File: config.mk
export PLATFORM = sky130hd
export DESIGN_NAME = ple_cell
export DESIGN_NICKNAME = d
export VERILOG_FILES = /design/src/design/ple_pkg.sv /design/src/design/ple_cell.sv
export SDC_FILE = /design/constraint.sdc
export NUM_CORES = 1
export LEC_CHECK = 0
export ABC_AREA = 1
export BUFFER_PORTS_ARGS = -buffer_cell sky130_fd_sc_hd__buf_2
export CORE_AREA = 2 2 109 111
export DETAILED_ROUTE_END_ITERATION = 12
export DIE_AREA = 0 0 111 113
export PLACE_DENSITY = 0.75
export SYNTH_ARGS = -nofsm -noshare
export SYNTH_HDL_FRONTEND = slang
export SYNTH_SLANG_ARGS = --single-unit
export TNS_END_PERCENT = 30
File: constraint.sdc
create_clock -name clk -period 3.3 [get_ports clk]
set_clock_uncertainty 0.15 [all_clocks]
set_input_delay 0.495 -clock clk [delete_from_list [all_inputs] [get_ports clk]]
set_output_delay 0.495 -clock clk [all_outputs]
set_load 0.02 [all_outputs]
File: src/design/ple_pkg.sv
// ----------------------------------------------------------------------------
// ple_pkg: shared definitions for the positional list engine
// Operation codes, status codes and the shift command sent to the cell row.
// ----------------------------------------------------------------------------
package ple_pkg;

  // Operation codes carried by a request.
  localparam logic [1:0] OP_INSERT = 2'd0;
  localparam logic [1:0] OP_QUERY  = 2'd1;
  localparam logic [1:0] OP_DELETE = 2'd2;
  localparam logic [1:0] OP_SWAP   = 2'd3;

  // Status codes carried by a result.
  localparam logic [1:0] ST_DONE     = 2'd0;
  localparam logic [1:0] ST_NORESULT = 2'd1;
  localparam logic [1:0] ST_FULL     = 2'd2;

  // Fixed widths of the channel payload.
  localparam int unsigned POS_W   = 7;
  localparam int unsigned DATA_W  = 32;
  localparam int unsigned COUNT_W = 7;

  // Command broadcast to every cell of the row.
  typedef enum logic [1:0] {
    CMD_HOLD,
    CMD_INS,
    CMD_DEL,
    CMD_SWP
  } ple_cmd_t;

endpackage

File: src/design/ple_cell.sv
// ----------------------------------------------------------------------------
// ple_cell: one storage cell of the list row
// Holds one value, takes its left or right neighbor on insert or delete,
// and registers a read tap for each of the two lookup positions.
// ----------------------------------------------------------------------------
module ple_cell
  import ple_pkg::*;
#(
  parameter int unsigned IDX = 0,
  parameter int unsigned IW  = 6,
  parameter int unsigned W   = 32
) (
  input  logic          clk,
  input  ple_cmd_t      cmd,
  input  logic [IW-1:0] idx_a,
  input  logic [IW-1:0] idx_b,
  input  logic [W-1:0]  ins_val,
  input  logic [W-1:0]  val_a,
  input  logic [W-1:0]  val_b,
  input  logic [W-1:0]  left,
  input  logic [W-1:0]  right,
  output logic [W-1:0]  value,
  output logic [W-1:0]  tap_a,
  output logic [W-1:0]  tap_b
);

  localparam logic [IW-1:0] MY_IDX = IW'(IDX);

  // Stored value: shifts with the row on insert and delete, exchanges on swap.
  always_ff @(posedge clk) begin
    case (cmd)
      CMD_INS: begin
        if (MY_IDX > idx_a) begin
          value <= left;
        end else if (MY_IDX == idx_a) begin
          value <= ins_val;
        end
      end
      CMD_DEL: begin
        if (MY_IDX >= idx_a) begin
          value <= right;
        end
      end
      CMD_SWP: begin
        if (MY_IDX == idx_a) begin
          value <= val_b;
        end else if (MY_IDX == idx_b) begin
          value <= val_a;
        end
      end
      default: begin
        value <= value;
      end
    endcase
  end

  // Read taps: the value shows only on the cell that is addressed.
  always_ff @(posedge clk) begin
    tap_a <= (MY_IDX == idx_a) ? value : '0;
    tap_b <= (MY_IDX == idx_b) ? value : '0;
  end

endmodule

==> results.py, run 1 <==
metrics = {
    "status": {
        "outcome": "complete, no violations",
    },
    "routing": {
        "drcViolationCount": 0,
        "routed_wl_um": 12640,
        "ant_nets": 0,
        "wl_per_cell_um": 13.54,
        "via_per_inst": 4.402,
        "vias": 4107,
        "dr.first_iter.drc_count": 310,
        "first_pass_iters": 4,
    },
    "power_and_ir_drop": {
        "p_sw_share_pct": 22.49,
        "power_switching_uw": 578.6,
        "power.density_nw_per_um2": 440.3,
        "seq_power_share_pct": 48.2,
        "finalPower_uw": 2572,
        "irDropWorstVdd_uv": 249.2,
        "p_leak_uw": 0.003432,
        "p_comb_share_pct": 10.3,
        "clkPwrFrac_pct": 41.5,
        "p_int_uw": 1993,
    },
    "cts": {
        "cts_inserted_buffers": 9,
        "cts-root-buf": "clkbuf_16",
        "cts.path.max_buffers": 2,
        "clock_latency_ns": 0.34,
        "cts_resized": 0,
        "cts_tree": "built",
        "cts.sinks": 96,
        "postCtsHoldBufs": 0,
        "htreeDepth": 3,
        "post_cts.repair.setup_buffers": 0,
        "clkTransAtPathRegs_ns": 0.06,
    },
    "layout": {
        "drive_above_1_share_pct": 33.97,
        "area_growth_pct": 38.30,
        "seqCellArea_sq_um": 2242,
        "multi_input_area_sq_um": 1236,
        "fillCellCount": 1096,
        "nets": 959,
    },
    "grt": {
        "grt_max_degree": 65,
        "antenna_found_initial": 1,
        "grt_pass1_wl_um": 19530,
        "grt_use_total_pct": 20.08,
        "grt_pass1_vias": 3859,
        "grt-ovfl-total": 0,
    },
    "yosys": {
        "async_flop_share_pct": 0,
        "synth_top_area_cell": "dfxtp_1",
        "syn_nets": 733,
        "synth_ff_type": "dfxtp_1",
        "seq_area_frac_synth_pct": 53.08,
        "synth_seq_cells": 96,
        "ys_top_cells_by_area": "dfxtp_1 30%, edfxtp_1 23%, inv_1 14%, nand3_1 7.8%, nor2_1 6.0%",
        "post-synth-top-count-cell": "inv_1",
        "synth_top_area_share_pct": 30.33,
        "synthTopCellsByCount": "156 x inv_1, 68 x nor2_1, 66 x nand3_1",
        "syn_area_per_cell_sq_um": 7.570,
        "synth_edf_count": 32,
        "synthCells": 558,
        "syn_area_sq_um": 4224,
        "ys_types": 17,
        "ys_warn_count": 0,
    },
    "sta": {
        "hold_violations": 0,
        "setup_ws_ns": 1.569,
        "setup-violations-final": 0,
        "setup_tns_ns": 0,
        "tightest_slew_ns": 0.6975,
        "slew_headroom_pct": 53.50,
        "layout_min_cycle_time_ns": 1.731,
        "drv_slew": 0,
        "fmax_ghz": 0.5778,
        "rsz0062_at_grt": "no",
        "whs_ns": 0.3560,
        "fin_crit_sh_pct": 52.44,
    },
    "die": {
        "io-pin-count": 271,
        "die_h_um": 113,
        "coreArea_sq_um": 11270,
        "die_w_um": 111,
        "start_util_pct": 37.47,
        "die_area_sq_um": 12540,
        "rows": 39,
    },
    "worst_setup_path": {
        "rrSetupSlack_ns": 2.39,
        "worstSetupPathType": "input port to register",
        "cp.required_ns": 3.23,
        "cp-end-kind": "register",
        "cp.arrival_ns": 1.66,
        "r2r_end": "tap_a[15]",
        "cp-start-kind": "input port",
        "worstPathMaxFanout": 64,
        "r2r_cells": 2,
        "r2r-start": "value[15]",
    },
    "placement": {
        "detailed_place_hpwl_um": 9342,
        "io_buffers": 238,
        "globalplace.congestion": 0.8783,
        "place_ws_ns": 1.213,
    },
    "worst_hold_path": {
        "hold_end": "tap_b[17]",
        "min_path_type": "register to register",
        "hp-start": "value[17]",
        "whs_path_depth": 2,
    },
    "job": {
        "cap_viol_max_count": 0,
    },
}
-- cell type report --
class	instances	area share, %
clock inverters	1	0.08567
well taps	143	3.063
repair buffers	247	21.55
multi-input cells	268	21.16
clock buffers	15	5.312
flip-flops and latches	96	38.38
diodes	1	0.04284
inverters	162	10.41
-- through the flow --
stage	instance area, sq um	std cells	utilization [%]
final	5842	933	51.83
after global routing	5842	933	51.83
after CTS	5839	932	51.80
after detailed placement	5524	916	49.01
after global placement	5524	916	49.01
after floorplan	4224	558	-
-- sequential cells by signal (all words and copies together) (netlist names) --
| register | cells |
|---|---|
| tap_a | 32 |
| tap_b | 32 |
| value | 32 |
-- how the worst max path moves through the flow --
| stage | slack, ns | endpoint | cells after the start | startpoint |
|---|---|---|---|---|
| global route | 1.46 | value[21] | 7 | idx_a[4] |
| global placement | 1.22 | value[17] | 7 | idx_a[5] |
| detailed placement | 1.21 | value[17] | 7 | idx_a[4] |
| finish | 1.57 | value[17] | 7 | idx_a[4] |
| floorplan | 0.12 | value[0] | 4 | idx_a[5] |
| CTS | 1.58 | value[17] | 7 | idx_a[4] |
-- placed cells by master, fill, tap and decap left out --
| cell | netlist | layout |
|---|---|---|
| clkinv_1 | 4 | 4 |
| clkinv_2 | 0 | 1 |
| nand3_1 | 66 | 65 |
| clkbuf_1 | 14 | 2 |
| dfxtp_1 | 64 | 64 |
| nor2_2 | 3 | 3 |
| clkbuf_8 | 0 | 2 |
| clkbuf_16 | 0 | 11 |
| buf_2 | 15 | 238 |
| nand3_2 | 0 | 1 |
| inv_1 | 156 | 156 |
| nor2_1 | 68 | 68 |
| nand2_1 | 65 | 65 |
| inv_2 | 2 | 2 |
| o21ai_0 | 22 | 22 |
| buf_4 | 0 | 9 |
| edfxtp_1 | 32 | 32 |
| diode_2 | 0 | 1 |
| a21oi_4 | 0 | 1 |
| o21ai_1 | 10 | 10 |
| nand4_1 | 33 | 33 |
-- power by group through the flow --
| stage | sequential [uW] | clock, uW | combinational (uW) |
|---|---|---|---|
| floorplan | 1280 | 0 | 128 |
| global placement | 1270 | 0 | 264 |
| detailed placement | 1270 | 0 | 266 |
| CTS | 1240 | 1080 | 267 |
| global route | 1240 | 1140 | 304 |
| finish | 1240 | 1070 | 265 |
-- routing by layer --
metal / track usage (%) / part of all wire (%) / vias up
met3: 4.124 / 6.8 / 29
met1: 25.16 / 43 / 1771
met2: 33.66 / 47 / 167
met5: 0 / 0 / -
met4: 9.000 / 3.2 / 0
li1: - / - / 2140
-- logic make-up (layout without fill, tap and decap cells) --
logic type / after synthesis / count (layout) / share of synthesized area [%]
AO/OA/AOI/OAI: 33 / 33 / 3.910
buffers and inverters: 194 / 425 / 18.04
flip-flops: 96 / 96 / 53.08
other: 0 / 1 / 0
AND/OR/NAND/NOR: 235 / 235 / 24.97
-- worst max-delay path, stage by stage --
cell and delay, ns:
buf_2 0.09, nor2_2 0.04, nand3_2 0.12, buf_4 0.59, nand2_1 0.11, nand3_1 0.11
nand2_1 0.08
Note: power is estimated with default switching activity, not from simulation.
==> run 2: changes to the inputs <==
==> constraint.sdc (replaced) <==
create_clock -name clk -period 1.5 [get_ports clk]
set_clock_uncertainty 0.15 [all_clocks]
set_input_delay 0.225 -clock clk [delete_from_list [all_inputs] [get_ports clk]]
set_output_delay 0.225 -clock clk [all_outputs]
set_load 0.02 [all_outputs]
==> run 2 against run 1 <==
Worst hold slack got worse by 0.24 ns. Non-clock buffer count rose by 14. Power rose by 120%. Critical path type is now register to output port. Critical endpoint is now value[19]. Largest cell class unchanged. Largest power group unchanged. Highest routed layer unchanged.
==> results.py, run 2 (same netlist as run 1, synthesis figures left out) <==
metrics = {
    "sta": {
        "rsz0062_at_grt": "no",
        "layout_min_cycle_time_ns": 1.368,
        "hold_violations": 0,
        "whs_ns": 0.1129,
        "fin_crit_sh_pct": 91.17,
        "tightest_slew_ns": 0.3627,
        "setup-violations-final": 0,
        "setup_ws_ns": 0.1324,
        "fmax_ghz": 0.7312,
        "slew_headroom_pct": 75.82,
        "drv_slew": 0,
    },
    "worst_setup_path": {
        "r2r-start": "value[19]",
        "crit_buf_inv": 1,
        "slowest_delay_ns": 0.45,
        "cp_top_family": "flip-flops",
        "worstSetupPathType": "register to output port",
        "worstPathMaxFanout": 2,
        "cp-end-kind": "output port",
        "rrSetupSlack_ns": 0.62,
        "path_cells": "buf_2",
        "r2r_end": "tap_b[19]",
        "r2r_cells": 2,
        "worst_path_max_delay_cell": "edfxtp_1",
        "cp.required_ns": 1.12,
        "cp.arrival_ns": 0.99,
        "cp-start-kind": "register",
    },
    "worst_hold_path": {
        "hold_end": "value[2]",
        "min_path_type": "input port to register",
        "hp-start": "val_a[2]",
        "whs_path_depth": 5,
    },
    "routing": {
        "first_pass_iters": 5,
        "via_per_inst": 4.386,
        "dr.first_iter.drc_count": 274,
        "routed_wl_um": 12720,
        "ant_nets": 0,
        "vias": 4162,
        "wl_per_cell_um": 13.41,
        "drcViolationCount": 0,
    },
    "layout": {
        "top_regs": "tap_a x32, tap_b x32, value x32",
        "nets": 973,
        "area_growth_pct": 41.97,
        "final_core_util_pct": 53.20,
        "layout_commonest_cell": "buf_2",
        "final_cell_mix": "238 x buf_2, 156 x inv_1, 68 x nor2_1, 65 x nand3_1",
        "drive_above_1_share_pct": 35.12,
    },
    "grt": {
        "grt_pass1_wl_um": 19690,
        "grt_max_degree": 33,
        "antenna_found_initial": 2,
        "grt_use_total_pct": 20.27,
        "grt_pass1_vias": 3891,
        "grt-ovfl-total": 0,
    },
    "placement": {
        "place_ws_ns": -0.08588,
        "io_buffers": 238,
        "detailed_place_hpwl_um": 9970,
        "globalplace.congestion": 0.8913,
    },
    "die": {
        "io-pin-count": 271,
        "die_h_um": 113,
        "start_util_pct": 37.47,
        "coreArea_sq_um": 11270,
        "die_w_um": 111,
        "die_area_sq_um": 12540,
        "rows": 39,
    },
    "power_and_ir_drop": {
        "p_comb_share_pct": 10.7,
        "power_switching_uw": 1279,
        "p_leak_uw": 0.003503,
        "clkPwrFrac_pct": 42.1,
        "p_int_uw": 4500,
        "seq_power_share_pct": 47.2,
        "power.density_nw_per_um2": 963.7,
        "finalPower_uw": 5779,
        "irDropWorstVdd_uv": 704.8,
        "p_sw_share_pct": 22.13,
    },
    "cts": {
        "cts.path.max_buffers": 2,
        "cts_tree": "built",
        "clkTransAtPathRegs_ns": 0.06,
        "cts-root-buf": "clkbuf_16",
        "clock_latency_ns": 0.34,
        "post_cts.repair.setup_buffers": 0,
        "postCtsHoldBufs": 0,
        "cts.sinks": 96,
        "htreeDepth": 3,
        "cts_resized": 0,
        "cts_inserted_buffers": 9,
    },
    "job": {
        "cap_viol_max_count": 0,
    },
    "status": {
        "outcome": "complete, no violations",
    },
}
run 2: metal layers:
metal,global-route usage (%),vias to the layer above,share of wire (%)
li1,-,2170,-
met1,25.24,1811,42
met2,34.68,157,49
met3,3.107,24,5.9
met4,9.750,0,2.9
met5,0,-,0
run 2: tightest hold or removal path: cells and delay by family:
kind                   cells  cell delay, ns
buffers and inverters      2            0.10
and+or+nand+nor            3            0.17
run 2: worst max path at each step:
stage	start	to	cells past startpoint
after floorplan	idx_a[0]	value[0]	4
after global placement	cmd[1]	value[10]	6
after detailed placement	cmd[1]	value[1]	6
after CTS	value[12]	value[12]	1
after global routing	value[13]	value[13]	1
final	value[19]	value[19]	1
run 2: through the flow:
step	std cells	area, sq um	TNS [ns]
after floorplan	558	4278	-7.807
after global placement	930	5672	-2.851
final	949	5997	0
after global routing	949	5997	0
after CTS	946	5989	0
after detailed placement	930	5672	-2.523
run 2: power by group through the flow:
| stage | Combinational, uW | Sequential, uW | Clock, uW |
|---|---|---|---|
| 2_1_floorplan | 289 | 2810 | 0 |
| 3_3_place_gp | 614 | 2780 | 0 |
| 3_5_place_dp | 622 | 2780 | 0 |
| 4_1_cts | 624 | 2730 | 2470 |
| 5_1_grt | 702 | 2730 | 2570 |
| 6_report | 619 | 2730 | 2430 |
run 2: cell type report:
type | instances | area [sq um]
inverter | 162 | 608.1
multi-input combinational | 268 | 1254
clock inverter | 3 | 67.56
clock buffer | 13 | 250.2
sequential | 96 | 2242
fill | 1072 | 5275
antenna | 3 | 7.507
tap | 143 | 178.9
timing repair buffer | 261 | 1389
==> run 3: changes to the inputs <==
--- a/config.mk
+++ b/config.mk
@@ -5,11 +5,11 @@
 export SDC_FILE = /design/constraint.sdc
 export NUM_CORES = 1
 export LEC_CHECK = 0
-export ABC_AREA = 1
 export BUFFER_PORTS_ARGS = -buffer_cell sky130_fd_sc_hd__buf_2
-export CORE_AREA = 2 2 109 111
+export CORE_AREA = 2 2 104 106
 export DETAILED_ROUTE_END_ITERATION = 12
-export DIE_AREA = 0 0 111 113
+export DIE_AREA = 0 0 106 108
+export GPL_TIMING_DRIVEN = 0
 export PLACE_DENSITY = 0.75
 export SYNTH_ARGS = -nofsm -noshare
 export SYNTH_HDL_FRONTEND = slang
==> run 3 against run 2 <==
Synthesized cell count is 43% lower. First-iteration DRC count is 54% lower. Worst hold slack worse by 0.096 ns. Area after synthesis is 14% lower. Sequential power hardly changed. Setup slack worse by 0.43 ns. Critical path depth is 6 higher. The flow now finishes with violations (setup timing). Register-to-register slack better by 0.03 ns. Sequential cell count stayed put. Critical path type is now input port to register. Sequential share of layout area is 3.4 points higher. Cell count is 24% lower. Largest power group unchanged. Critical endpoint is now value[16].
==> results.py, run 3 <==
metrics = {
    "status": {
        "outcome": "finished with violations",
        "violations": "setup timing",
    },
    "sta": {
        "fin_crit_sh_pct": 119.7,
        "drv_slew": 0,
        "tightest_slew_ns": 0.7939,
        "rsz0062_at_grt": "yes",
        "setup_ws_ns": -0.2953,
        "setup-violations-final": 64,
        "layout_min_cycle_time_ns": 1.795,
        "fmax_ghz": 0.5570,
        "slew_headroom_pct": 47.08,
        "hold_violations": 0,
        "setup_tns_ns": -15.38,
        "whs_ns": 0.01679,
    },
    "die": {
        "coreArea_sq_um": 10230,
        "rows": 37,
        "die_area_sq_um": 11450,
        "io-pin-count": 271,
        "die_h_um": 108,
        "start_util_pct": 35.55,
        "die_w_um": 106,
    },
    "layout": {
        "area_growth_pct": 51.08,
        "drive_above_1_share_pct": 49.05,
        "diodes": 0,
        "top_regs": "tap_a x32, tap_b x32, value x32",
        "layout_commonest_cell": "buf_2",
        "nets": 751,
        "final_cell_mix": "237 x buf_2, 64 x dfxtp_1, 63 x and2_1, 33 x nor2b_1",
        "fillCellCount": 917,
        "final_cell_area_sq_um": 5495,
    },
    "yosys": {
        "ys_warn_count": 0,
        "async_flop_share_pct": 0,
        "synth_edf_count": 32,
        "synth_ff_type": "dfxtp_1",
        "synth_top_area_cell": "dfxtp_1",
        "syn_nets": 491,
        "ys_top_cells_by_area": "dfxtp_1 35%, edfxtp_1 26%, and2_1 11%, mux2i_1 8.8%, nor2b_1 5.7%",
        "synth_top_area_share_pct": 35.23,
        "synth_seq_cells": 96,
        "ys_types": 17,
        "syn_area_per_cell_sq_um": 11.51,
        "synthCells": 316,
        "seq_area_frac_synth_pct": 61.64,
        "syn_area_sq_um": 3637,
        "synthTopCellsByCount": "64 x and2_1, 64 x dfxtp_1, 33 x nor2b_1",
    },
    "routing": {
        "routed_wl_um": 11500,
        "dr.first_iter.drc_count": 127,
        "drcViolationCount": 0,
        "first_pass_iters": 4,
        "via_per_inst": 4.552,
        "ant_nets": 0,
        "wl_per_cell_um": 16.04,
        "vias": 3264,
    },
    "grt": {
        "grt_max_degree": 16,
        "gr-usage-met3_pct": 3.797,
        "grt-ovfl-total": 0,
        "antenna_found_initial": 0,
        "grt_pass1_vias": 3267,
        "grt_pass1_wl_um": 16790,
        "grtUsageMet2_pct": 36.13,
        "grt_use_total_pct": 19.69,
        "top_usage_layer": "met2",
        "grt_util_met1_pct": 22.92,
    },
    "worst_setup_path": {
        "worstPathMaxFanout": 8,
        "cp.required_ns": 1.40,
        "worstSetupPathType": "input port to register",
        "slowest_delay_ns": 0.53,
        "r2r_end": "tap_b[18]",
        "path_cells": "buf_6 -> or4_4 -> nor3_4 -> buf_8 -> buf_12 -> a21o_4 -> a22o_4",
        "r2r_cells": 1,
        "worst_path_max_delay_cell": "or4_4",
        "cp-start-kind": "input port",
        "cp.arrival_ns": 1.70,
        "cp-end-kind": "register",
        "r2r-start": "value[18]",
        "rrSetupSlack_ns": 0.65,
    },
    "power_and_ir_drop": {
        "irDropWorstVdd_uv": 353.2,
        "power_switching_uw": 1136,
        "p_int_uw": 3618,
        "power.density_nw_per_um2": 865.1,
        "finalPower_uw": 4754,
        "clkPwrFrac_pct": 31.8,
        "p_sw_share_pct": 23.90,
        "p_comb_share_pct": 10.7,
        "p_leak_uw": 0.002528,
        "seq_power_share_pct": 57.4,
    },
    "cts": {
        "htreeDepth": 3,
        "cts-root-buf": "clkbuf_8",
        "cts_tree": "built",
        "cts.sinks": 96,
        "clock_latency_ns": 0.35,
        "cts_inserted_buffers": 9,
        "cts.path.max_buffers": 2,
        "clkTransAtPathRegs_ns": 0.10,
    },
    "worst_hold_path": {
        "hold_end": "value[0]",
        "whs_path_depth": 3,
        "min_path_type": "input port to register",
        "hp-start": "right[0]",
    },
    "placement": {
        "place_area_sq_um": 5021,
        "globalplace.congestion": 0.7917,
        "io_buffers": 238,
        "detailed_place_hpwl_um": 8549,
        "place_ws_ns": -1.249,
    },
    "job": {
        "cap_viol_max_count": 0,
    },
}
[run 3: cell types whose count changed in the layout (fill, tap and decap cells not counted), moves of 33 or more]
cell     before  now
inv_1       156    0
nor2_1       68    0
nand3_1      65    0
and2_1        0   63
nand2_1      64    1
nand4_1      33    0
nor2b_1       0   33
[run 3: cells by family after synthesis]
group	share of synthesized area, %
DFF	61.64
and+or+nand+nor	17.61
buffers and inverters	2.683
AOI/OAI and AO/OA	9.253
muxes	8.806
[run 3: worst max-delay path: cells and delay by family]
family                 cells  cell delay [ns]
and+or+nand+nor            2             0.74
buffers and inverters      3             0.39
AOI/OAI and AO/OA          2             0.34
[run 3: how the worst max path moves through the flow]
stage                   from        end  slack, ns  cells after the start
floorplan           idx_a[5]   value[0]      -0.54                      5
global placement    idx_b[3]   value[5]      -1.21                      5
detailed placement  idx_b[3]   value[5]      -1.25                      5
CTS                 idx_a[5]   value[8]      -0.29                      6
global route        idx_a[5]  value[23]      -0.34                      6
finish              idx_a[5]  value[16]      -0.30                      7
[run 3: layout make-up]
cell class | count | area, sq um | share of cell area [%]
Clock inverter | 6 | 33.78 | 0.6148
Buffer | 20 | 157.7 | 2.869
Timing Repair Buffer | 246 | 1316 | 23.95
Tap cell | 136 | 170.2 | 3.097
Sequential cell | 96 | 2242 | 40.80
Multi-Input combinational cell | 203 | 1438 | 26.16
Clock buffer | 10 | 137.6 | 2.505
[run 3: per-stage QoR]
| stage | utilization, % | cells |
|---|---|---|
| 2_1_floorplan | - | 316 |
| 3_3_place_gp | 49.08 | 690 |
| 5_1_grt | 53.71 | 717 |
| 3_5_place_dp | 49.08 | 690 |
| 6_report | 53.71 | 717 |
| 4_1_cts | 52.70 | 715 |
[run 3: power groups by stage]
stage          Combinational, uW  Clock, uW  Sequential, uW
5_1_grt                      564       1670            2730
4_1_cts                      496       1540            2730
6_report                     511       1510            2730
2_1_floorplan                167          0            2820
3_5_place_dp                 467          0            2790
3_3_place_gp                 451          0            2790
[run 3: metal layers]
metal  part of all wire, %  wire [um]  up-vias
met5                     0          0        -
met4                   1.5        169        0
met3                   5.8        669       15
met2                    52       5980      168
met1                    41       4680     1474
li1                      -          -     1607
[run 3: timing repair]
action,in CTS,in global routing
gates resized for setup,28,32
pin swaps,3,2
hold buffers,2,0
gates cloned,3,1
endpoints found under the hold margin,2,0
buffers inserted,4,1
setup endpoints to repair,126,117
